===== src/rtl/lrucs_pkg.sv =====
// ----------------------------------------------------------------------------
// lrucs_pkg
// Shared constants and types for the cache set lookup and fill block.
// ----------------------------------------------------------------------------
`default_nettype none

package lrucs_pkg;

	// Set geometry.
	localparam int WAYS     = 4;
	localparam int TAG_BITS = 20;

	// Widths of the request and response fields.
	localparam int TAG_W = 20;
	localparam int WAY_W = 2;

	// Bits needed to number a way, and to hold a recency rank one past the last.
	localparam int WAY_BITS  = (WAYS > 1) ? $clog2(WAYS) : 1;
	localparam int RANK_BITS = WAY_BITS + 1;

	// Controller states, one-hot.
	typedef enum logic [1:0] {
		ST_IDLE = 2'b01,
		ST_EXEC = 2'b10
	} state_t;

	// Commands from the controller to the datapath.
	typedef struct packed {
		logic capture;
		logic execute;
	} cmd_t;

endpackage

`default_nettype wire


===== src/rtl/lrucs_ctrl.sv =====
// ----------------------------------------------------------------------------
// lrucs_ctrl
// Controller: takes one request, runs the lookup and holds the response
// until it has been taken.
// ----------------------------------------------------------------------------
`default_nettype none

module lrucs_ctrl
	import lrucs_pkg::*;
(
	input  wire logic clk,
	input  wire logic arst_n,
	input  wire logic in_valid,
	output logic      in_ready,
	output logic      out_valid,
	input  wire logic out_ready,
	output cmd_t      cmd
);

	state_t state_q;
	logic   out_valid_q;
	logic   accept;

	// A new request is taken when idle and the response register is free or emptying.
	assign in_ready  = (state_q == ST_IDLE) && (!out_valid_q || out_ready);
	assign accept    = in_valid && in_ready;
	assign out_valid = out_valid_q;

	assign cmd.capture = accept;
	assign cmd.execute = (state_q == ST_EXEC);

	// State and response-valid registers.
	always_ff @(posedge clk or negedge arst_n) begin
		if (!arst_n) begin
			state_q     <= ST_IDLE;
			out_valid_q <= 1'b0;
		end else begin
			unique case (state_q)
				ST_IDLE: begin
					if (out_ready) begin
						out_valid_q <= 1'b0;
					end
					if (accept) begin
						state_q <= ST_EXEC;
					end
				end
				ST_EXEC: begin
					out_valid_q <= 1'b1;
					state_q     <= ST_IDLE;
				end
				default: begin
					out_valid_q <= 1'b0;
					state_q     <= ST_IDLE;
				end
			endcase
		end
	end

endmodule

`default_nettype wire


===== config.mk =====
export PLATFORM = sky130hd
export DESIGN_NAME = lrucs_ctrl
export DESIGN_NICKNAME = d
export VERILOG_FILES = /design/src/rtl/lrucs_pkg.sv /design/src/rtl/lrucs_ctrl.sv
export SDC_FILE = /design/constraint.sdc
export NUM_CORES = 1
export LEC_CHECK = 0
export ABC_AREA = 1
export BUFFER_PORTS_ARGS = -buffer_cell sky130_fd_sc_hd__buf_2
export CAP_MARGIN = 20
export CORE_AREA = 5 5 42 44
export DETAILED_ROUTE_END_ITERATION = 12
export DIE_AREA = 0 0 47 49
export GPL_TIMING_DRIVEN = 0
export SETUP_SLACK_MARGIN = 0.05
export SLEW_MARGIN = 20
export SYNTH_ARGS = -nofsm -noshare
export SYNTH_HDL_FRONTEND = slang
export SYNTH_SLANG_ARGS = --single-unit

===== constraint.sdc =====
create_clock -name clk -period 1.2 [get_ports clk]
set_input_delay 0.12 -clock clk [delete_from_list [all_inputs] [get_ports clk]]
set_output_delay 0.12 -clock clk [all_outputs]
set_load 0.1 [all_outputs]

**After elaboration in Yosys (flattened, before gate mapping)**

Index checks and enable logic that the tools add are counted.
W data, S select, Z words.

- Register bits after elaboration: 3
- Bits of input ports: 4
- Output and inout port bits: 4
- Logic and storage cells: 14

- Equal/unequal tests: 4
- Mux-type cells: 4
- Reductions and logical operators: 4

Operators by type and width:

| cell | number |
|---|---|
| $mux W2 | 2 |
| $ne A2 B2 Y1 const B | 2 |
| $eq A2 B1 Y1 const B | 1 |
| $eq A2 B2 Y1 const B | 1 |
| $logic_and A1 B1 Y1 | 2 |
| $pmux W1 S2 | 1 |
| $logic_not A1 Y1 | 1 |
| $logic_or A1 B1 Y1 | 1 |
| $mux W1 | 1 |

**Logic depth before layout (Yosys ltp)**

Gate-level depths: netlist (run 1).

- Depth in word-level cells: 6
- Depth in mapped cells: 5
- Mapped depth without buffers: 4

**Worst setup path before layout (run 1)**

No wires, ideal clock.

- Path kind: register -> register
- Start point: reg out_valid_q, in the netlist out_valid
- End point: reg state_q[0]
- Arrival: 1826 ps
- Required time: 1080 ps
- Setup slack: -746 ps
- Cell stages (with the launch flop): 5
- Clock period less this slack: 1946 ps
- Path through: dfrtp_1 > inv_1 > nor2_1 > nor2_2 > nand2_1

- Cells in the longest elaborated chain, start to end: 5

RTL lines:

| item | RTL line | source |
|---|---|---|
| start, declared | lrucs_ctrl.sv:21 | `logic out_valid_q;` |
| start signal, assigned | lrucs_ctrl.sv:36 | `out_valid_q <= 1'b0;` |
| start signal, assigned | lrucs_ctrl.sv:41 | `out_valid_q <= 1'b0;` |
| start signal, assigned | lrucs_ctrl.sv:48 | `out_valid_q <= 1'b1;` |
| $logic_not A1 Y1 | lrucs_ctrl.sv:25 | `assign in_ready = (state_q == ST_IDLE) && (!out_valid_q \|\| out_ready);` |
| $logic_or A1 B1 Y1 | lrucs_ctrl.sv:25 |  |
| $logic_and A1 B1 Y1 | lrucs_ctrl.sv:25 |  |
| named net in_ready | lrucs_ctrl.sv:14 | `output logic in_ready,` |
| $logic_and A1 B1 Y1 | lrucs_ctrl.sv:26 | `assign accept = in_valid && in_ready;` |
| $ne A2 B2 Y1 (no line) | - |  |
| end signal, assigned | lrucs_ctrl.sv:35 | `state_q <= ST_IDLE;` |
| end signal, assigned | lrucs_ctrl.sv:44 | `state_q <= ST_EXEC;` |
| end signal, assigned | lrucs_ctrl.sv:49 | `state_q <= ST_IDLE;` |
| end, declared | lrucs_ctrl.sv:20 | `state_t state_q;` |

The timed path passes the listed nets, and every way through them passes these cells.
A chain may end at the register's enable or synchronous reset.

**Final worst setup path (run 1)**

- Start point: reg state_q[0]
- End point: out cmd[1] (netlist name)

- Cells in the longest elaborated chain, start to end: 3

RTL lines:

| item | RTL line | source |
|---|---|---|
| $eq A2 B1 Y1 | lrucs_ctrl.sv:25 |  |
| $logic_and A1 B1 Y1 | lrucs_ctrl.sv:25 |  |
| $logic_and A1 B1 Y1 | lrucs_ctrl.sv:26 |  |
| end, declared | lrucs_ctrl.sv:17 | `output cmd_t cmd` |

No other way between the ends.

==> results.py, run 1 <==
metrics = {
    "outcome": {
        "status": "complete, but fails checks",
        "violations": "setup timing",
    },
    "floorplanning": {
        "rows": 14,
        "pin_count": 8,
        "die_x_um": 47,
        "start_util_pct": 11.2,
        "dieArea_um2": 2300,
        "die_h_um": 49,
        "coreArea_um2": 1400,
    },
    "power": {
        "power.share.switching_pct": 42.1,
        "vdd_ir_drop_max_mv": 0.447,
        "combPwrFrac_pct": 54.0,
        "leakage_nw": 0.182,
        "p_switching_mw": 0.282,
        "p_int_mw": 0.386,
        "seqPwrFrac_pct": 20.2,
        "power_mw": 0.668,
        "power.density_nw_per_um2": 1820,
        "p_clk_share_pct": 25.8,
    },
    "logic_synthesis": {
        "synth.cell_area_um2": 156,
        "async_flop_share_pct": 100,
        "synth-main-ff-cell": "dfrtp_1",
        "synthTopCellsByArea": "dfrtp_1 (32%), dfstp_2 (17%), nand2_1 (17%)",
        "synth_cell_types": 7,
        "synth.largest_area_cell": "dfrtp_1",
        "yosys_warnings": 0,
        "syn_nets": 26,
        "synth_seq_area_share_pct": 48.8,
        "synth_cells": 22,
        "syn_avg_cell_area_um2": 7.11,
        "synth_top_area_share_pct": 32.0,
        "synth_edf_count": 0,
        "ys_top_cells_by_count": "nand2_1 (7), inv_1 (6), nor2_1 (3)",
        "synth.most_common_cell": "nand2_1",
        "ys_ff_latch": 3,
    },
    "placed_design": {
        "gp_congestion": 0.644,
        "port_buffers": 7,
        "placed_area_um2": 233,
        "dpl.hpwl_um": 317,
    },
    "timing": {
        "setup_ws_ns": -0.258,
        "fin_skew_ns": 0.00135,
        "setup_viol": 4,
        "timing.final.crit_share_pct": 122,
        "rsz0062_at_grt": "yes",
        "tightest_slew_ns": 0.278,
        "period_minus_slack_ns": 1.46,
        "slew_violations": 0,
        "hold_viol": 0,
        "relSlewSlack_pct": 81.6,
        "max_freq_mhz": 686,
    },
    "detailed_routing": {
        "viasPerCell": 3.24,
        "drc_errors": 0,
        "drt_iter0_markers": 3,
        "first_pass_iters": 2,
        "routedWlPerCell_um": 7.89,
        "ant_nets": 0,
        "postRouteWirelength_um": 434,
        "vias": 178,
    },
    "setup_path": {
        "cp_max_fo": 2,
        "cp_data_arrival_time_ns": 1.34,
        "rr_startpoint": "state_q[0]",
        "cp_data_required_time_ns": 1.08,
        "cp-end-kind": "output port",
        "cp-startpoint": "state_q[0]",
        "crit_type": "flop to output port",
        "start_kind": "flop",
    },
    "clocking": {
        "cts_max_level": 1,
        "numClockSinks": 3,
        "clock_latency_ns": 0.23,
        "cts_buffer_depth": 2,
        "cts_inserted_buffers": 3,
        "clk_pin_slew_ns": 0.04,
        "cts_root_buffer": "clkbuf_4",
        "cts_tree": "yes",
    },
    "finish": {
        "fin_area_um2": 367,
        "final_core_util_pct": 26.2,
        "n_antenna_cell": 0,
        "drive_gt1_share_pct": 71.8,
        "area_growth_pct": 134,
        "layout.nets": 44,
    },
    "global_routing": {
        "grt_pass1_wl_um": 745,
        "grt-ovfl-total": 0,
        "grt_max_degree": 4,
        "grt_pass1_vias": 205,
        "antenna_found_initial": 0,
        "grt_usage_pct": 4.80,
    },
    "flow_run": {
        "maxCapViolCount": 0,
    },
    "min_path": {
        "hp-class": "input port to flop",
        "min-delay-start": "in_valid",
    },
}
-- worst paths after layout --
| check | end | slack [ns] | cells past startpoint |
|---|---|---|---|
| worst max-delay path | cmd[1] | -0.26 | 6 |
| worst min-delay path | state_q[0] | 0.03 | 2 |
| worst max register to register | state_q[0] | 0 | 7 |
| worst min register to register | out_valid | 0.62 | 3 |
| max in group asynchronous | state_q[0] | 0.79 | 2 |
| min in group asynchronous | state_q[1] | 0.22 | 2 |
-- worst max-delay path, cell delays in order (launching register included) --
cell and delay (ns):
dfstp_2 0.53, inv_2 0.05, nor2_4 0.11, nand2_2 0.08, nor2_4 0.08, buf_6 0.10
buf_12 0.16
-- power groups by stage --
stage	Combinational [mW]	Sequential, mW	Clock [mW]
after global placement	0.234	0.133	0
final	0.361	0.135	0.172
after CTS	0.328	0.134	0.180
after floorplan	0.176	0.161	0
after detailed placement	0.237	0.134	0
after global routing	0.380	0.137	0.183
-- registers in the layout, indices dropped and copies added, names as in the netlist --
name	flops
out_valid	1
state_q	2
-- cell families after synthesis --
kind of cell	synth area share, %
AND/OR/NAND/NOR	32.0
flip-flops	48.8
buffers and inverters	19.2
-- layer usage --
metal  routed length, um  part of all wire [%]  track usage, %  vias up
met2                 288                    66            8.14        3
met5                   0                     0               0        -
met3                  27                   6.2            2.58        0
li1                    -                     -               -       93
met4                   0                     0            4.15        0
met1                 118                    27            3.54       82
-- cell type report --
class | instances | area (um^2)
Sequential cell | 3 | 80.1
Buffer | 1 | 11.3
Fill cell | 161 | 1030
Multi-Input combinational cell | 12 | 77.6
Inverter | 6 | 26.3
Timing Repair Buffer | 13 | 125
Clock buffer | 4 | 26.3
Tap cell | 16 | 20.0
-- what timing repair did --
item / 4_1_cts / 5_1_grt
hold endpoints to repair: 3 / 0
buffers inserted: 2 / 3
hold buffers: 1 / 0
setup endpoints to repair: 4 / 3
pin swaps: 2 / 4
resized for setup: 15 / 2
-- stage by stage --
step	setup slack [ns]	hold slack (ns)	cells	setup TNS [ns]
global route	-0.314	0.0510	55	-0.735
global placement	-0.266	-0.0840	45	-0.303
floorplan	-0.241	-0.176	22	-0.439
CTS	-0.274	0.0312	52	-0.499
finish	-0.258	0.0334	55	-0.529
detailed placement	-0.294	-0.0823	45	-0.329
-- layout by cell type (no fill, tap or decap) --
| master | Yosys | routed |
|---|---|---|
| buf_2 | 0 | 3 |
| clkbuf_4 | 0 | 3 |
| dfrtp_1 | 2 | 1 |
| nor2_4 | 0 | 3 |
| buf_12 | 0 | 2 |
| dfrtp_4 | 0 | 1 |
| inv_2 | 0 | 2 |
| dfstp_2 | 1 | 1 |
| nand2_2 | 0 | 3 |
| buf_4 | 1 | 5 |
| inv_1 | 6 | 3 |
| nor2_2 | 2 | 1 |
| buf_6 | 0 | 3 |
| nand2_1 | 7 | 4 |
| dlygate4sd3_1 | 0 | 1 |
| clkinvlp_4 | 0 | 1 |
| clkbuf_1 | 0 | 1 |
| nor2_1 | 3 | 1 |
Power figures use the tool's default switching activity.
==> run 2, diff against run 1 <==
--- a/config.mk
+++ b/config.mk
@@ -7,3 +7,2 @@
 export LEC_CHECK = 0
-export ABC_AREA = 1
 export BUFFER_PORTS_ARGS = -buffer_cell sky130_fd_sc_hd__buf_2
@@ -14,2 +13,3 @@
 export GPL_TIMING_DRIVEN = 0
+export MAX_ROUTING_LAYER = met4
 export SETUP_SLACK_MARGIN = 0.05
--- a/constraint.sdc
+++ b/constraint.sdc
@@ -3,2 +3,2 @@
 set_output_delay 0.12 -clock clk [all_outputs]
-set_load 0.1 [all_outputs]
+set_load 0.01 [all_outputs]
==> results.py, run 2 <==
metrics = {
    "clocking": {
        "cts_max_level": 1,
        "cts_root_buffer": "clkbuf_4",
        "numClockSinks": 3,
        "cts_inserted_buffers": 3,
        "cts_tree": "yes",
        "cts_buffer_depth": 2,
        "clock_latency_ns": 0.23,
        "clk_pin_slew_ns": 0.04,
    },
    "logic_synthesis": {
        "synth.cell_area_um2": 155,
        "synth_seq_area_share_pct": 49.2,
        "yosys_warnings": 0,
        "ys_ff_latch": 3,
        "synth-main-ff-cell": "dfrtp_1",
        "syn_avg_cell_area_um2": 12.9,
        "ys_top_cells_by_count": "and4b_1 (2), dfrtp_1 (2)",
        "synthTopCellsByArea": "dfrtp_1 (32%), dfstp_2 (17%), and4b_1 (13%)",
        "syn_nets": 16,
        "synth_cells": 12,
        "synth_cell_types": 10,
        "synth_top_area_share_pct": 32.3,
        "synth.largest_area_cell": "dfrtp_1",
        "async_flop_share_pct": 100,
        "synth_edf_count": 0,
    },
    "timing": {
        "max_freq_mhz": 825,
        "slew_violations": 0,
        "timing.final.crit_share_pct": 101,
        "period_minus_slack_ns": 1.21,
        "whs_ns": 0.0952,
        "setup_ws_ns": -0.0116,
        "setup_viol": 1,
        "fin_skew_ns": 0.00229,
        "relSlewSlack_pct": 90.6,
        "rsz0062_at_grt": "yes",
        "tightest_slew_ns": 0.140,
        "hold_viol": 0,
    },
    "flow_run": {
        "maxCapViolCount": 0,
    },
    "detailed_routing": {
        "ant_nets": 0,
        "first_pass_iters": 2,
        "vias": 137,
        "drt_iter0_markers": 2,
        "viasPerCell": 3.26,
        "postRouteWirelength_um": 415,
        "drc_errors": 0,
        "routedWlPerCell_um": 9.88,
    },
    "setup_path": {
        "cp_max_fo": 3,
        "rr_startpoint": "state_q[0]",
        "r2r_end": "out_valid",
        "cp-startpoint": "state_q[0]",
        "reg2reg_slack_ns": 0.24,
        "reg2reg_depth": 3,
        "start_kind": "flop",
        "crit_type": "flop to output port",
        "cp_data_required_time_ns": 1.08,
        "cp_data_arrival_time_ns": 1.09,
        "cp-end-kind": "output port",
    },
    "finish": {
        "n_antenna_cell": 0,
        "final_cell_mix": "buf_2 (6), clkbuf_4 (3)",
        "layout.nets": 31,
        "n_fill_cell": 165,
        "largest_register": "state_q",
        "fin_area_um2": 272,
        "layout_commonest_cell": "buf_2",
        "area_growth_pct": 75.0,
        "regArea_um2": 76.3,
        "multi_input_area_um2": 71.3,
        "largest_reg_flops": 2,
        "final_core_util_pct": 19.4,
        "drive_gt1_share_pct": 61.5,
    },
    "power": {
        "vdd_ir_drop_max_mv": 0.596,
        "power_mw": 0.408,
        "leakage_nw": 0.133,
        "power.density_nw_per_um2": 1500,
    },
    "floorplanning": {
        "die_x_um": 47,
        "die_h_um": 49,
        "pin_count": 8,
        "coreArea_um2": 1400,
        "rows": 14,
        "start_util_pct": 11.1,
        "dieArea_um2": 2300,
    },
    "min_path": {
        "min_path_cells": 2,
        "hp-class": "input port to flop",
        "min_to": "state_q[0]",
        "min-delay-start": "in_valid",
    },
    "placed_design": {
        "placed_area_um2": 210,
        "gp_congestion": 0.781,
        "port_buffers": 7,
    },
    "global_routing": {
        "grt_max_degree": 6,
        "grt-ovfl-total": 0,
        "grt_pass1_wl_um": 690,
        "grt_usage_pct": 4.91,
        "antenna_found_initial": 0,
        "grt_pass1_vias": 154,
    },
    "outcome": {
        "violations": "setup timing",
        "status": "complete, but fails checks",
    },
}
[run 2: changes by cell type after synthesis]
cell,change
nor2_2,-2
nor2b_1,+1
nand2_1,-7
nor2_1,-3
o21bai_1,+1
inv_1,-6
nand2b_4,+1
nand2b_1,+1
and4b_1,+2
nor2b_2,+1
nand4b_1,+1
[run 2: metrics by stage]
stage | instances | TNS, ns | worst slack [ns]
after detailed placement | 35 | 0 | 0.135
final | 42 | -0.0116 | -0.0116
after global placement | 35 | 0 | 0.133
after CTS | 42 | -0.0196 | -0.0130
after global routing | 42 | -0.142 | -0.0567
after floorplan | 12 | 0 | 0.261
[run 2: kinds of logic (layout without fill, tap and decap cells)]
kind of cell / after synthesis / after routing / share of synthesized area [%]
AOI/OAI and AO/OA: 1 / 1 / 4.84
DFF: 3 / 3 / 49.2
and+or+nand+nor: 7 / 7 / 41.1
buffers and inverters: 1 / 15 / 4.84
[run 2: final cells by class]
| cell class | instances | area share [%] |
|---|---|---|
| multi-input combinational | 8 | 26.3 |
| sequential | 3 | 28.1 |
| timing repair buffer | 11 | 28.6 |
| tap | 16 | 7.37 |
| clock buffer | 4 | 9.68 |
[run 2: power by group]
group | switching, mW | internal [mW]
Sequential | 0.0124 | 0.119
Clock | 0.0533 | 0.125
Combinational | 0.0416 | 0.0576
Total | 0.107 | 0.301
[run 2: routing by layer]
metal  global-route usage (%)  vias up  share of wire, %
met2                     5.20        8                33
met3                     4.80        0                12
li1                         -       70                 -
met1                     5.07       59                55
met4                     4.15        0                 0
met5                        -        -                 0
[run 2: how the worst max path moves through the flow]
stage,endpoint,slack [ns],cells past startpoint
after floorplan,cmd[1],0.26,2
after global placement,cmd[1],0.13,3
after detailed placement,cmd[1],0.13,3
after CTS,cmd[1],-0.01,2
after global routing,cmd[1],-0.06,2
final,cmd[1],-0.01,2
[run 2: what timing repair did]
item / in CTS / in global routing
endpoints found under the hold margin: 3 / 0
setup endpoints to repair: 2 / 3
gates resized for setup: 2 / 0
setup buffers: 3 / 0
hold buffers: 1 / 0
[run 2: critical path, cell delays in order (launching register included)]
cell and delay [ns]:
dfstp_2 0.53, and4b_1 0.22, buf_6 0.11
