<file path="src/rtl/lrucs_pkg.sv">
// ----------------------------------------------------------------------------
// lrucs_pkg
// Shared constants and types for the cache set lookup and fill block.
// ----------------------------------------------------------------------------
`default_nettype none

package lrucs_pkg;

	// Set geometry.
	localparam int WAYS     = 4;
	localparam int TAG_BITS = 20;

	// Widths of the request and response fields.
	localparam int TAG_W = 20;
	localparam int WAY_W = 2;

	// Bits needed to number a way, and to hold a recency rank one past the last.
	localparam int WAY_BITS  = (WAYS > 1) ? $clog2(WAYS) : 1;
	localparam int RANK_BITS = WAY_BITS + 1;

	// Controller states, one-hot.
	typedef enum logic [1:0] {
		ST_IDLE = 2'b01,
		ST_EXEC = 2'b10
	} state_t;

	// Commands from the controller to the datapath.
	typedef struct packed {
		logic capture;
		logic execute;
	} cmd_t;

endpackage

`default_nettype wire

</file>
<file path="src/rtl/lrucs_dp.sv">
// ----------------------------------------------------------------------------
// lrucs_dp
// Datapath: line tags, valid and dirty bits, per-way recency ranks, the
// parallel tag compare, victim choice and the response register.
// ----------------------------------------------------------------------------
`default_nettype none

module lrucs_dp
	import lrucs_pkg::*;
(
	input  wire logic             clk,
	input  wire logic             arst_n,
	input  wire cmd_t             cmd,
	input  wire logic [TAG_W-1:0] in_tag,
	input  wire logic             in_is_write,
	output logic                  hit,
	output logic [WAY_W-1:0]      way,
	output logic                  write_back,
	output logic [TAG_W-1:0]      victim_tag,
	output logic                  evicted
);

	// Captured request.
	logic [TAG_BITS-1:0] req_tag_q;
	logic                req_wr_q;

	// Line state.
	logic [TAG_BITS-1:0] tags_q  [WAYS];
	logic [WAYS-1:0]     valid_q;
	logic [WAYS-1:0]     dirty_q;
	logic [WAY_BITS-1:0] rank_q  [WAYS];

	// Response register.
	logic                hit_q;
	logic [WAY_W-1:0]    way_q;
	logic                write_back_q;
	logic [TAG_W-1:0]    victim_tag_q;
	logic                evicted_q;

	// Lookup results.
	logic [WAYS-1:0]      match;
	logic                 any_hit;
	logic                 any_free;
	logic [WAY_BITS-1:0]  hit_idx;
	logic [WAY_BITS-1:0]  free_idx;
	logic [WAY_BITS-1:0]  lru_idx;
	logic [WAY_BITS-1:0]  slot;
	logic                 full_evict;
	logic [RANK_BITS-1:0] slot_rank;

	assign hit        = hit_q;
	assign way        = way_q;
	assign write_back = write_back_q;
	assign victim_tag = victim_tag_q;
	assign evicted    = evicted_q;

	// Request capture; the tag is cut to the stored width.
	always_ff @(posedge clk) begin
		if (cmd.capture) begin
			req_tag_q <= TAG_BITS'(in_tag);
			req_wr_q  <= in_is_write;
		end
	end

	// Parallel compare, lowest free way and least recently used way.
	always_comb begin
		hit_idx  = '0;
		free_idx = '0;
		lru_idx  = '0;
		for (int j = WAYS - 1; j >= 0; j--) begin
			match[j] = valid_q[j] && (tags_q[j] == req_tag_q);
			if (match[j]) begin
				hit_idx = WAY_BITS'(j);
			end
			if (!valid_q[j]) begin
				free_idx = WAY_BITS'(j);
			end
			if (rank_q[j] == WAY_BITS'(WAYS - 1)) begin
				lru_idx = WAY_BITS'(j);
			end
		end
		any_hit    = |match;
		any_free   = ~&valid_q;
		full_evict = !any_hit && !any_free;
		if (any_hit) begin
			slot = hit_idx;
		end else if (any_free) begin
			slot = free_idx;
		end else begin
			slot = lru_idx;
		end
		// A way not yet in the order counts as ranked behind every valid way.
		slot_rank = valid_q[slot] ? RANK_BITS'(rank_q[slot]) : RANK_BITS'(WAYS);
	end

	// Valid, dirty and recency updates.
	always_ff @(posedge clk or negedge arst_n) begin
		if (!arst_n) begin
			valid_q <= '0;
			dirty_q <= '0;
			for (int j = 0; j < WAYS; j++) begin
				rank_q[j] <= '0;
			end
		end else if (cmd.execute) begin
			valid_q[slot] <= 1'b1;
			if (any_hit) begin
				dirty_q[slot] <= dirty_q[slot] | req_wr_q;
			end else begin
				dirty_q[slot] <= req_wr_q;
			end
			for (int j = 0; j < WAYS; j++) begin
				if (WAY_BITS'(j) == slot) begin
					rank_q[j] <= '0;
				end else if (valid_q[j] && (RANK_BITS'(rank_q[j]) < slot_rank)) begin
					rank_q[j] <= rank_q[j] + 1'b1;
				end
			end
		end
	end

	// Tag store and response register.
	always_ff @(posedge clk) begin
		if (cmd.execute) begin
			if (!any_hit) begin
				tags_q[slot] <= req_tag_q;
			end
			hit_q        <= any_hit;
			way_q        <= WAY_W'(slot);
			evicted_q    <= full_evict;
			write_back_q <= full_evict && dirty_q[slot];
			victim_tag_q <= full_evict ? TAG_W'(tags_q[slot]) : '0;
		end
	end

endmodule

`default_nettype wire

</file>
<file path="config.mk">
export PLATFORM = sky130hd
export DESIGN_NAME = lrucs_dp
export DESIGN_NICKNAME = d
export VERILOG_FILES = /design/src/rtl/lrucs_pkg.sv /design/src/rtl/lrucs_dp.sv
export SDC_FILE = /design/constraint.sdc
export NUM_CORES = 1
export LEC_CHECK = 0
export BUFFER_PORTS_ARGS = -buffer_cell sky130_fd_sc_hd__buf_2
export CAP_MARGIN = 20
export CELL_PAD_IN_SITES_DETAIL_PLACEMENT = 2
export CELL_PAD_IN_SITES_GLOBAL_PLACEMENT = 2
export CORE_MARGIN = 5
export CORE_UTILIZATION = 48
export CTS_BUF_LIST = sky130_fd_sc_hd__clkbuf_2
export DETAILED_ROUTE_END_ITERATION = 8
export MAX_ROUTING_LAYER = met4
export PLACE_DENSITY = 0.95
export SLEW_MARGIN = 20
export SYNTH_ARGS = -nofsm -noshare
export SYNTH_HDL_FRONTEND = slang
export SYNTH_SLANG_ARGS = --single-unit
</file>
<file path="constraint.sdc">
create_clock -name clk -period 9.5 [get_ports clk]
set_input_delay 1.9 -clock clk [delete_from_list [all_inputs] [get_ports clk]]
set_output_delay 1.9 -clock clk [all_outputs]
set_load 0.02 [all_outputs]
</file>
# --- Word level (Yosys, flattened, before mapping) ---
# Memory sizes are Yosys's and may differ from the RTL's. A register that Yosys moved wholly into a read port is not among the register bits.
# Index checks and enable logic that the tools add are counted.
word_totals:
  reg_bits: 42
  mem_bits_rw: 80
  in_bits: 25
  output_inout_bits: 25
  n_memories: 1
mem_list:
  columns: ["memory", "depth", "word_bits", "rd", "rd_clocked_by_memory_dff", "write_ports", "line", "rtl"]
  rows:
  - ["tags_q", 4, 20, 5, 1, 1, "lrucs_dp.sv:28", "logic [TAG_BITS-1:0] tags_q [WAYS];"]
op_classes:
  n_addsub: 4
  n_lt_le_gt_ge: 7
  eq_ne: 11
  muxes: 38
  bitwise: 3
  reduce_logical: 24
op_table:
  columns: ["cell", "n"]
  rows:
  - ["20-bit equality test", 4]
  - ["2-bit 2-to-1 mux", 24]
  - ["2-bit by 3-bit less-than comparator with 1-bit output", 4]
  - ["1-bit logical AND", 11]
  - ["2-bit by 1-bit adder with 2-bit output, second input constant", 4]
  - ["4-bit bitwise mux", 2]
  - ["2-bit equality test, second input constant", 4]
  - ["2-bit AND reduction", 4]
  - ["2-bit nonzero test", 4]
  - ["1-bit 2-to-1 mux", 6]
  - ["1-bit binary-select mux with 2-bit select", 2]
  - ["2-bit binary-select mux with 2-bit select", 1]
  - ["2-bit equality test, first input constant", 2]
  - ["4-bit 2-to-1 mux", 1]
  - ["4-bit bitwise OR", 1]
  - ["4-bit AND reduction", 1]
  - ["4-bit OR reduction", 1]
  - ["3-bit greater-or-equal comparator, second input constant", 1]
  - ["2-bit by 3-bit less-than comparator with 1-bit output, second input constant", 1]
  - ["3-bit 2-to-1 mux", 1]
  - ["2-bit NOT with 3-bit output", 1]
  - ["1-bit demux with 2-bit select", 1]
  - ["1-bit by 2-bit equality test with 1-bit output, first input constant", 1]
  - ["2-bit by 1-bit greater-or-equal comparator with 1-bit output, second input constant", 1]
  - ["3 further kinds", 4]

# --- Logic depth before layout (Yosys ltp) ---
# Gate-level depths: netlist of the first run.
depth:
  depth_word: 16
  ltp_mapped: 19

# --- Worst setup path before layout of the first run ---
# Ideal clock, no wire load.
synth_timing:
  path_kind: "register to register"
  from: "reg req_tag_q[1]"
  to: "reg rank_q[5] in the netlist's numbering"
  setup_ns: 0.079
  t_arrival_ns: 3.535
  required_time_ns: 9.421
  setup_slack_ns: 5.886
  stages_incl_launch_ff: 17
  path_buffers: 3
  synth_period_minus_slack_ns: 3.614
  cell_sequence: "edfxtp_1 xnor2_1 nand4_1 or4_1 or2_1 nand2b_4 nand2_4 buf_8 buf_12 buf_12 mux2i_1 nand2_1 o211ai_1 ha_1 or2_2 a31oi_1 mux2i_1"
synth_between:
  elab_chain_cells: 16
synth_rtl:
  columns: ["item", "line", "rtl"]
  rows:
  - ["start, declared", "lrucs_dp.sv:24", "logic [TAG_BITS-1:0] req_tag_q;"]
  - ["start signal, assigned", "lrucs_dp.sv:60", "req_tag_q <= TAG_BITS'(in_tag);"]
  - ["20-bit equality test", "lrucs_dp.sv:71", "match[j] = valid_q[j] && (tags_q[j] == req_tag_q);"]
  - ["1-bit logical AND", "lrucs_dp.sv:71", null]
  - ["2-bit 2-to-1 mux (4 in a row)", "lrucs_dp.sv:72", "if (match[j]) begin"]
  - ["2-bit 2-to-1 mux (*)", "lrucs_dp.sv:85", "if (any_hit) begin"]
  - ["net slot[0]", "lrucs_dp.sv:47", "logic [WAY_BITS-1:0] slot;"]
  - ["2-bit NOT with 3-bit output (not written as such)", "lrucs_dp.sv:93", "slot_rank = valid_q[slot] ? RANK_BITS'(rank_q[slot]) : RANK_BITS'(WAYS);"]
  - ["2-bit binary-select mux with 2-bit select", "lrucs_dp.sv:93", null]
  - ["2-bit 2-to-1 mux (not written as such) (2 in a row)", "lrucs_dp.sv:93", null]
  - ["3-bit 2-to-1 mux", "lrucs_dp.sv:93", null]
  - ["2-bit by 3-bit less-than comparator with 1-bit output", "lrucs_dp.sv:114", "end else if (valid_q[j] && (RANK_BITS'(rank_q[j]) < slot_rank)) begin"]
  - ["1-bit logical AND", "lrucs_dp.sv:114", null]
  - ["2-bit nonzero test (no line)", null, null]
  - ["2-bit AND reduction (no line)", null, null]
  - ["end signal, assigned by index", "lrucs_dp.sv:115", "rank_q[j] <= rank_q[j] + 1'b1;"]
  - ["end, declared", "lrucs_dp.sv:31", "logic [WAY_BITS-1:0] rank_q [WAYS];"]
# The timed path passes the listed nets; every way through them passes the cells marked *. The select of a mux whose other input is x is not followed.
# A chain may end at the register's enable or synchronous reset.

# --- Final worst setup path of the first run ---
layout_timing:
  from: "reg req_tag_q[6]"
  to: "reg rank_q[6] in the netlist's numbering"
# Same word-level chain as after synthesis.

==> flow_summary_export.csv, run 1 <==
group,metric,value,unit
outcome,outcome,"finished, final reports clean",
setup_path,critPathCapture,"rank_q[6]",
die,die_x,131.3,um
clocking,cts_buffers,17,
clocking,ctsResizeCount,0,
yosys,synth_fp_nets,563,
setup_path,cp_data_required_time,10190,ps
route,first_pass_iters,7,
setup_path,r2r-end,"rank_q[6]",
clocking,postCtsHoldBufs,0,
global_route,grt_start_max_net_pins,48,
setup_path,cp.depth,13,
setup_path,crit_start,"req_tag_q[6]",
yosys,ys_seq_elements,142,
yosys,syn_inst,530,
die,rows,44,
sta,slew_violations,0,
layout,layout-drive-gt1-share,0.2081,
route,routed_via_density,6.484,
die,die_h,131.3,um
setup_path,crit_fanout,44,
clocking,root_buffer,"clkbuf_2",
layout,nets,616,
route,ant_nets,0,
setup_path,slowest_stage,"nand2_2",
clocking,cts_htree_levels,4,
setup_path,end_kind,"flip-flop",
yosys,yosys_warnings,0,
setup_path,path_class,"flip-flop to flip-flop",
route,drtIter0Drc,449,
global_route,antenna_found_initial,1,
setup_path,crit-reg2reg-launch,"req_tag_q[6]",
setup_path,start_kind,"flip-flop",
sta,tightest_slew,1062,ps
yosys,synth_area,7066,um2
setup_path,crit_chain,"xnor2_1, nand4_1, nor4_1, a41oi_1, nand2_2, inv_2, a22oi_2, o211ai_1, ha_1, nor4_1, a31o_2, o2111ai_1, o221ai_1",
clocking,clock_path_buffers,2,
sta,setup_viol,0,
placed_design,gp_congestion,0.8645,
sta,grt_setup_unrepaired,"false",
layout,num-fill-cells,1387,
clocking,clkSlewWorstSetupHoldPaths,290,ps
sta,hold_viol,0,
yosys,ys_types,66,
sta,maxSlewHeadroom,0.2896,
pwr,power,2.912,mW
sta,period_share,0.5665,
die,ios,50,
sta,fin_crit,5382,ps
yosys,synth-seq-area-share,0.5922,
layout,finish.instance_area,7685,um2
setup_path,slowest_delay,910,ps
pwr,p_leak,2.756,nW
setup_path,critPathBufInv,1,
layout,area.growth.synth_to_final,8.766,%
run,maxCapViolCount,0,
min_path,hold_path.class,"flip-flop to flip-flop",
layout,seq_area,4184,um2
setup_path,critPathTopFamily,"simple AND/OR/NAND/NOR gates",
yosys,postSynth.asyncResetShare,0.1127,
global_route,grt_pass1_wl,36.94,mm
sta,fmax,185.8,MHz
clocking,cts_tree,"built",
placed_design,hpwlAfterDp,16.54,mm
die,die_area,17250,um2
setup_path,crit_top_cell,"nor4_1",
setup_path,reg2regPathDepth,13,
clocking,clock_latency,800,ps
route,finalWirelength,24.86,mm
setup_path,arrival,6070,ps
die,start_util,0.4880,
layout,multi_input_area,2656,um2
clocking,cts_setup_buffers,0,
placed_design,placement.cell_area,7417,um2
route,drc,0,
clocking,cts.sinks,142,
placed_design,io_buffers,49,
sta,clock_skew,68.95,ps
pwr,peakVddDrop,0.2103,mV
setup_path,r2r_setup_slack,4120,ps
die,core_area,14480,um2
yosys,synth_edf_count,126,
route,routedWlPerCell,31.83,um
global_route,grt_pass1_vias,5668,
yosys,synth.avg_cell_area,13.33,um2
route,vias,5064,
layout,fin_util,0.5308,
yosys,synthFlopType,"edfxtp_1",
pwr,p_per_area,378.9,nW/um2
sta,tns,0,ps
global_route,grt_use_total,0.2954,
global_route,overflow,0,
## state kept, by name (all words and copies together), names as in the netlist, 2 cells and up
signal      count
req_tag_q      20
way             2
valid_q         4
rank_q          8
victim_tag     20
tags_q         80
dirty_q         4
## layer usage
metal	GRT usage	share of wire	vias up
met5	-	0	-
met4	0.1743	0.057	0
met3	0.06881	0.063	93
met2	0.4932	0.51	267
met1	0.3217	0.37	2581
li1	-	-	2123
## cells in the mapped netlist (all sizes together), types with 11 or more instances
master	count	share of area
xor2	27	0.033
nor4	12	0.012
mux2i	23	0.033
dfrtp	16	0.057
edfxtp	126	0.54
a211oi	24	0.025
mux2	20	0.032
xnor2	53	0.067
nor2	33	0.018
nand4	17	0.016
inv	15	0.0080
nand2	32	0.018
buf	11	0.019
nand3	15	0.011
## cells by family after synthesis
| kind of cell | Yosys count | synth area share |
|---|---|---|
| compound gates | 76 | 0.08181 |
| xor+xnor | 80 | 0.1002 |
| fa+ha+maj | 8 | 0.01417 |
| buf+inv | 36 | 0.03187 |
| flops | 142 | 0.5922 |
| mux | 43 | 0.06446 |
| simple gates | 145 | 0.1153 |
## layout by cell type, fill, tap and decap left out, drive strengths merged, types with 10 or more instances in the layout
| cell | synthesis | layout |
|---|---|---|
| dfrtp | 16 | 16 |
| xnor2 | 53 | 53 |
| nand4 | 17 | 17 |
| mux2i | 23 | 23 |
| o21ai | 10 | 10 |
| inv | 15 | 22 |
| nand2 | 32 | 32 |
| mux2 | 20 | 20 |
| clkbuf | 10 | 17 |
| a211oi | 24 | 24 |
| nor2 | 33 | 33 |
| buf | 11 | 55 |
| xor2 | 27 | 27 |
| edfxtp | 126 | 126 |
| nor4 | 12 | 12 |
| nand3 | 15 | 15 |
## worst min path at each step
stage | startpoint | to | slack [ps] | cells after the start
final | dirty_q[0] | dirty_q[0] | 530 | 2
after global routing | dirty_q[0] | dirty_q[0] | 560 | 2
after CTS | dirty_q[0] | dirty_q[0] | 530 | 2
after detailed placement | dirty_q[0] | dirty_q[0] | 480 | 2
after global placement | dirty_q[1] | dirty_q[1] | 460 | 2
after floorplan | dirty_q[1] | dirty_q[1] | 440 | 2
## power by group
part	switching, mW	total, mW	internal, mW
combinational	0.907	1.42	0.516
sequential	0.152	1.09	0.940
clock	0.266	0.397	0.131
total	1.32	2.91	1.59
## final cells by class
cell class,instances,area share
inverter,15,0.007327
sequential,142,0.5444
tap,184,0.02996
clock buffer,17,0.01107
multi-input combinational,352,0.3457
timing repair buffer,55,0.03777
antenna,1,0.0003256
clock inverter,15,0.02345
## worst register-to-register path: cells and delay by family (launching register included)
kind            cells  cell delay [ps]
xor+xnor            1              540
flops               1              630
compound gates      6             1700
buf+inv             1              210
simple gates        4             1900
fa+ha+maj           1              300
## stage by stage
step	hold WS [ps]	setup slack, ps	std cells
2_1_floorplan	443.6	5886	530
3_3_place_gp	461.5	4891	748
3_5_place_dp	481.8	4456	748
4_1_cts	529.6	4300	780
5_1_grt	557.4	3835	781
6_report	534.5	4118	781
Power figures use the tool's default switching activity.
==> inputs of run 2 (changes only) <==
--- a/config.mk
+++ b/config.mk
@@ -5,16 +5,17 @@
 export SDC_FILE = /design/constraint.sdc
 export NUM_CORES = 1
 export LEC_CHECK = 0
+export ABC_AREA = 1
 export BUFFER_PORTS_ARGS = -buffer_cell sky130_fd_sc_hd__buf_2
 export CAP_MARGIN = 20
 export CELL_PAD_IN_SITES_DETAIL_PLACEMENT = 2
 export CELL_PAD_IN_SITES_GLOBAL_PLACEMENT = 2
 export CORE_MARGIN = 5
-export CORE_UTILIZATION = 48
+export CORE_UTILIZATION = 35
 export CTS_BUF_LIST = sky130_fd_sc_hd__clkbuf_2
 export DETAILED_ROUTE_END_ITERATION = 8
 export MAX_ROUTING_LAYER = met4
-export PLACE_DENSITY = 0.95
+export PLACE_DENSITY = 0.9
 export SLEW_MARGIN = 20
 export SYNTH_ARGS = -nofsm -noshare
 export SYNTH_HDL_FRONTEND = slang
==> constraint.sdc (replaced) <==
create_clock -name clk -period 4.9 [get_ports clk]
set_input_delay 0.98 -clock clk [delete_from_list [all_inputs] [get_ports clk]]
set_output_delay 0.98 -clock clk [all_outputs]
set_load 0.02 [all_outputs]
==> run 2 against run 1 <==
Net effect: clock power is 100% higher; combinational power is 77% higher; final cell count is 62% higher; final area is 9.3% higher; synthesized area is 6.8% higher; register-to-register slack worse by 3400 ps; global-route usage is 4.9 points lower; wire length is 16% higher; flip-flop and latch count stayed put.
==> flow_summary_export.csv, run 2 <==
group,metric,value,unit
clocking,cts_setup_buffers,0,
pwr,pwr-share-clk,0.151,
setup_path,slowest_stage,"edfxtp_1",
route,drc,0,
sta,hold_viol,0,
route,finalWirelength,28.72,mm
yosys,synthTopCellsByArea,"edfxtp_1 (50%), nand2_1 (16%), nor2_1 (7.1%)",
layout,largest_reg_flops,80,
sta,fmax,240.7,MHz
placed_design,io_buffers,49,
setup_path,crit_fanout,20,
route,wl_met3,1.315,mm
yosys,ys_seq_elements,142,
pwr,power,5.292,mW
die,start_util,0.3568,
clocking,clock_latency,780,ps
global_route,antenna_found_initial,1,
sta,maxSlewHeadroom,0.3358,
route,wl_met1,12.23,mm
die,die_h,156.9,um
route,top_layer,"met4",
setup_path,critPathTopFamily,"simple AND/OR/NAND/NOR gates",
sta,clock_skew,40.36,ps
layout,num-fill-cells,2416,
setup_path,start_kind,"flip-flop",
yosys,syn_inst,915,
setup_path,r2r_setup_slack,750,ps
run,maxCapViolCount,0,
min_path,hold_path.class,"input pin to async pin",
die,ios,50,
setup_path,critPathBufInv,4,
sta,hold_ws,70.20,ps
die,core_area,21150,um2
sta,period_share,0.8477,
route,ant_nets,0,
clocking,cts_tree,"built",
yosys,synth_common_cells,"nand2_1 (319), nor2_1 (142), edfxtp_1 (126), inv_1 (119), o22ai_1 (39)",
setup_path,slowest_delay,640,ps
yosys,synth_area,7548,um2
sta,tightest_slew,995.2,ps
sta,fin_crit,4154,ps
setup_path,end_kind,"flip-flop",
pwr,p_leak,4.011,nW
yosys,yosysMostFrequentCell,"nand2_1",
clocking,cts_buffers,17,
layout,layout_commonest_cell,"nand2_1",
pwr,p_per_area,629.9,nW/um2
setup_path,r2r-end,"tags_q[0][5]",
yosys,synth_fp_nets,948,
yosys,ys_types,30,
pwr,swShare,0.4765,
clocking,clkSlewWorstSetupHoldPaths,250,ps
pwr,peakVddDrop,0.2371,mV
clocking,postCtsHoldBufs,0,
clocking,cts_htree_levels,4,
route,drtIter0Drc,534,
setup_path,path_class,"flip-flop to flip-flop",
clocking,root_buffer,"clkbuf_2",
setup_path,arrival,4590,ps
placed_design,gp_congestion,0.9210,
layout,layout-drive-gt1-share,0.1261,
sta,grt_setup_unrepaired,"false",
die,die_area,24600,um2
yosys,synthFlopType,"edfxtp_1",
placed_design,placement.cell_area,8132,um2
yosys,synth.avg_cell_area,8.250,um2
sta,tns,0,ps
global_route,overflow,0,
clocking,clock_path_buffers,2,
setup_path,crit_chain,"inv_2, nand2_1, o21ai_0, nor2_1, nand4_1, nor2_1, nand3_1, nand2_2, nand2_2, inv_2, nand2_1, nor2_1, inv_1, nor2_2, buf_4",
clocking,ctsResizeCount,0,
route,routed_via_density,5.242,
sta,slew_violations,0,
layout,area.growth.synth_to_final,11.29,%
layout,final_cell_mix,"nand2_1 (319), nor2_1 (138), edfxtp_1 (126)",
route,met2_length,14.48,mm
layout,fin_util,0.3971,
yosys,synth_edf_count,126,
clocking,cts.sinks,142,
setup_path,cp_data_required_time,5330,ps
layout,finish.instance_area,8401,um2
die,die_x,156.9,um
pwr,p_int,2.770,mW
global_route,grt_pass1_vias,7321,
pwr,pwr-share-seq,0.374,
die,rows,53,
setup_path,reg2regPathDepth,15,
pwr,p_sw,2.521,mW
outcome,outcome,"finished, final reports clean",
yosys,synth-seq-area-share,0.5543,
yosys,synth_top_area_cell,"edfxtp_1",
global_route,grt_use_total,0.2466,
layout,nets,1012,
global_route,grt_pass1_wl,43.06,mm
global_route,grt_start_max_net_pins,31,
yosys,yosys_warnings,0,
route,first_pass_iters,5,
sta,setup_viol,0,
setup_path,crit_top_cell,"nor2_1",
layout,top_register,"tags_q",
setup_path,crit-reg2reg-launch,"req_tag_q[13]",
yosys,postSynth.asyncResetShare,0.1127,
yosys,synth_top_area_share,0.5012,
placed_design,hpwlAfterDp,21.20,mm
route,vias,6642,
pwr,combinationalPowerShare,0.476,
route,routedWlPerCell,22.66,um
## run 2: cell types whose count changed in the layout (fill, tap and decap cells not counted), sizes merged, moves of 7 or more
cell,before,now
nand2,32,323
inv,22,146
nor2,33,148
xnor2,53,8
o22ai,0,39
xor2,27,0
a211oi,24,0
mux2i,23,0
nand3,15,36
mux2,20,0
nor4,12,0
nand2b,8,0
nor4b,8,0
o21ai,10,17
## run 2: area by class of cell
type                            instances  area [um2]  area share
Sequential cell                       142        4184      0.4981
Tap cell                              275       344.1     0.04096
Antenna cell                            1       2.502   0.0002979
Multi-Input combinational cell        621        2769      0.3296
Clock inverter                         14       181.4     0.02160
Clock buffer                           17       85.08     0.01013
Inverter                              139       521.8     0.06211
Timing Repair Buffer                   58       312.8     0.03724
## run 2: power groups by stage
| stage | registers (mW) | logic, mW | clock network (mW) |
|---|---|---|---|
| after floorplan | 2.07 | 1.51 | 0 |
| after global placement | 1.98 | 2.41 | 0 |
| after detailed placement | 2.00 | 2.51 | 0 |
| after CTS | 1.98 | 2.53 | 0.818 |
| after global routing | 2.01 | 2.78 | 0.865 |
| final | 1.98 | 2.52 | 0.797 |
## run 2: logic make-up after synthesis
logic type	Yosys count	share of synthesized area
xor gates and xnor gates	8	0.009283
adders and majority gates	8	0.01326
buffers and inverters	152	0.08023
AOI/OAI and AO/OA	66	0.05138
and+or+nand+nor	539	0.2916
DFF	142	0.5543
## run 2: layer usage
metal  global-route usage  up-vias
li1                     -     3078
met1               0.2924     3365
met4              0.07438        0
met3              0.05282       47
met2               0.4217      152
met5                    -        -
## run 2: through the flow
step	cells	worst slack (ps)
floorplan	915	1762
global placement	1235	990.6
detailed placement	1235	827.6
CTS	1266	743.5
global route	1267	360.9
finish	1267	746.1
## run 2: how the worst max path moves through the flow
stage | slack [ps] | from | to | depth (start not counted)
global placement | 990 | req_tag_q[5] | rank_q[6] | 20
finish | 750 | req_tag_q[13] | tags_q[0][5] | 15
global route | 360 | req_tag_q[17] | rank_q[6] | 21
detailed placement | 830 | req_tag_q[5] | rank_q[2] | 20
floorplan | 1760 | req_tag_q[13] | tags_q[3][0] | 18
CTS | 740 | req_tag_q[5] | rank_q[2] | 21
## run 2: worst register-to-register path, delay by kind of cell, from the launching register on
| family | cells | cell delay [ps] |
|---|---|---|
| buffers and inverters | 4 | 830 |
| DFF | 1 | 640 |
| AOI/OAI and AO/OA | 1 | 130 |
| and+or+nand+nor | 10 | 2190 |
==> inputs of run 3 (changes only) <==
--- a/config.mk
+++ b/config.mk
@@ -11,11 +11,11 @@
 export CELL_PAD_IN_SITES_DETAIL_PLACEMENT = 2
 export CELL_PAD_IN_SITES_GLOBAL_PLACEMENT = 2
 export CORE_MARGIN = 5
-export CORE_UTILIZATION = 35
+export CORE_UTILIZATION = 38
 export CTS_BUF_LIST = sky130_fd_sc_hd__clkbuf_2
 export DETAILED_ROUTE_END_ITERATION = 8
 export MAX_ROUTING_LAYER = met4
-export PLACE_DENSITY = 0.9
+export PLACE_DENSITY = 0.93
 export SLEW_MARGIN = 20
 export SYNTH_ARGS = -nofsm -noshare
 export SYNTH_HDL_FRONTEND = slang
==> constraint.sdc (replaced) <==
create_clock -name clk -period 3.9 [get_ports clk]
set_input_delay 0.78 -clock clk [delete_from_list [all_inputs] [get_ports clk]]
set_output_delay 0.78 -clock clk [all_outputs]
set_load 0.02 [all_outputs]
==> run 3 against run 2 <==
Net effect: clock-buffer cell count up 1; flip-flop and latch count unchanged; critical path depth up 6; sequential share of layout area down 1.1 points; clock skew up 3.6 ps; core utilization up 4.2 points; die area down 7.4%; largest cell class unchanged; largest power group unchanged.
==> flow_summary_export.csv, run 3 (same netlist as run 2, synthesis figures left out) <==
group,metric,value,unit
route,routedWlPerCell,23.61,um
setup_path,crit_chain,"inv_2, nand2_1, nand2_1, nor2_1, nand2_1, nor2_1, nand3_1, nand2_1, nor2_1, nand2_2, nand2_4, nand3_1, nand2_1, nor2_4, or3_1, ha_1, inv_1, nor2_1, nand2_1, a21oi_1, nor2_1",
route,finalWirelength,30.32,mm
setup_path,path_class,"flip-flop to flip-flop",
sta,hold_viol,0,
sta,maxSlewHeadroom,0.5121,
sta,fin_crit,3701,ps
die,rows,51,
global_route,overflow,0,
layout,top_register,"tags_q",
die,ios,50,
run,maxCapViolCount,0,
global_route,antenna_found_initial,1,
clocking,clkSlewWorstSetupHoldPaths,260,ps
setup_path,slowest_stage,"edfxtp_1",
route,first_pass_iters,5,
route,vias,6870,
layout,area.growth.synth_to_final,13.71,%
min_path,hp-start,"in_tag[7]",
route,drc,0,
sta,tns,0,ps
clocking,clock_path_buffers,2,
pwr,p_per_area,785.0,nW/um2
route,ant_nets,0,
clocking,cts_tree,"built",
sta,setup_viol,0,
sta,hold_ws,127.5,ps
clocking,cts_buffers,17,
global_route,grt_use_total,0.2774,
clocking,cts_htree_levels,4,
placed_design,gp_congestion,0.9383,
pwr,peakVddDrop,0.2925,mV
route,drtIter0Drc,484,
layout,final_cell_mix,"nand2_1 (319), nor2_1 (138), edfxtp_1 (126)",
sta,period_share,0.9489,
clocking,root_buffer,"clkbuf_2",
clocking,clock_latency,800,ps
die,die_area,22780,um2
route,routed_via_density,5.350,
die,die_x,150.9,um
setup_path,critPathBufInv,2,
sta,clock_skew,43.92,ps
layout,stdcell_count,1284,
layout,layout-drive-gt1-share,0.1455,
setup_path,arrival,4400,ps
setup_path,critPathTopFamily,"simple AND/OR/NAND/NOR gates",
global_route,grt_pass1_wl,44.63,mm
global_route,grt_start_max_net_pins,30,
setup_path,r2r_setup_slack,200,ps
setup_path,slowest_delay,620,ps
setup_path,crit_fanout,11,
die,die_h,150.9,um
placed_design,hpwlAfterDp,22.31,mm
global_route,grt_pass1_vias,7610,
layout,nets,1037,
sta,fmax,270.2,MHz
clocking,cts.sinks,142,
die,core_area,19530,um2
min_path,hold_path.class,"input pin to flip-flop",
placed_design,io_buffers,49,
outcome,outcome,"finished, final reports clean",
setup_path,cp_data_required_time,4600,ps
setup_path,crit_top_cell,"nand2_1",
sta,tightest_slew,731.8,ps
setup_path,end_kind,"flip-flop",
setup_path,crit-reg2reg-launch,"req_tag_q[2]",
placed_design,dp.cells,1230,
die,start_util,0.3866,
layout,largest_reg_flops,80,
setup_path,start_kind,"flip-flop",
sta,slew_violations,0,
layout,layout_commonest_cell,"nand2_1",
pwr,p_leak,4.134,nW
setup_path,crit_start,"req_tag_q[2]",
run 3: cell count changes in the layout (fill, tap and decap cells not counted), sizes merged:
cell	before	now
dlymetal6s2s	0	1
inv	146	145
buf	58	81
dlygate4sd3	0	1
bufinv	3	1
clkbuf	17	18
clkinvlp	3	2
clkinv	1	5
diode	1	2
run 3: layer usage:
metal	part of all wire	track usage	vias up	wire, um
li1	-	-	3129	-
met1	0.41	0.3262	3448	12290
met2	0.50	0.4753	226	15260
met3	0.055	0.04488	67	1667
met4	0.036	0.1129	0	1104
met5	0	-	-	0
run 3: final timing paths:
path,to,cells past startpoint
max,rank_q[4],21
min,req_tag_q[7],1
max reg2reg,rank_q[4],21
min reg2reg,dirty_q[1],2
max in group asynchronous,valid_q[1],2
min in group asynchronous,rank_q[5],2
run 3: worst register-to-register path, stage by stage, from the launching register on:
cell and delay, ps:
edfxtp_1 620, inv_2 160, nand2_1 160, nand2_1 110
nor2_1 60, nand2_1 60, nor2_1 60, nand3_1 70
nand2_1 90, nor2_1 250, nand2_2 160, nand2_4 170
nand3_1 120, nand2_1 150, nor2_4 80, or3_1 460
ha_1 310, inv_1 40, nor2_1 120, nand2_1 120
a21oi_1 190, nor2_1 70
run 3: final cells by class:
type                            instances  area, um2
Multi-Input combinational cell        621       2774
Fill cell                            2255      10940
Tap cell                              265      331.6
Clock buffer                           18      90.09
Inverter                              139      521.8
Clock inverter                         14      131.4
Antenna cell                            2      5.005
Timing Repair Buffer                   83      545.5
Sequential cell                       142       4184
run 3: repair_timing:
item                                    CTS  global route
hold endpoints to repair                 16             0
endpoints found under the setup margin    0             8
resized for setup                         0             1
hold buffers                              1             0
setup buffers                             0            19
run 3: stage by stage:
| step | setup WS, ps | instance area, um2 | power [mW] | util |
|---|---|---|---|---|
| finish | 199.4 | 8583 | 6.738 | 0.4396 |
| detailed placement | 213.1 | 8194 | 5.819 | 0.4196 |
| global route | -3.050 | 8583 | 7.145 | 0.4396 |
| global placement | 502.4 | 8194 | 5.560 | 0.4196 |
| CTS | 90.32 | 8426 | 6.716 | 0.4315 |
| floorplan | 761.6 | 7548 | 4.503 | - |
run 3: power by group:
part           leakage, nW  switching [mW]  internal, mW
Combinational         2.62            2.39         0.983
Sequential            1.37           0.266          2.23
Clock                0.136           0.627         0.246
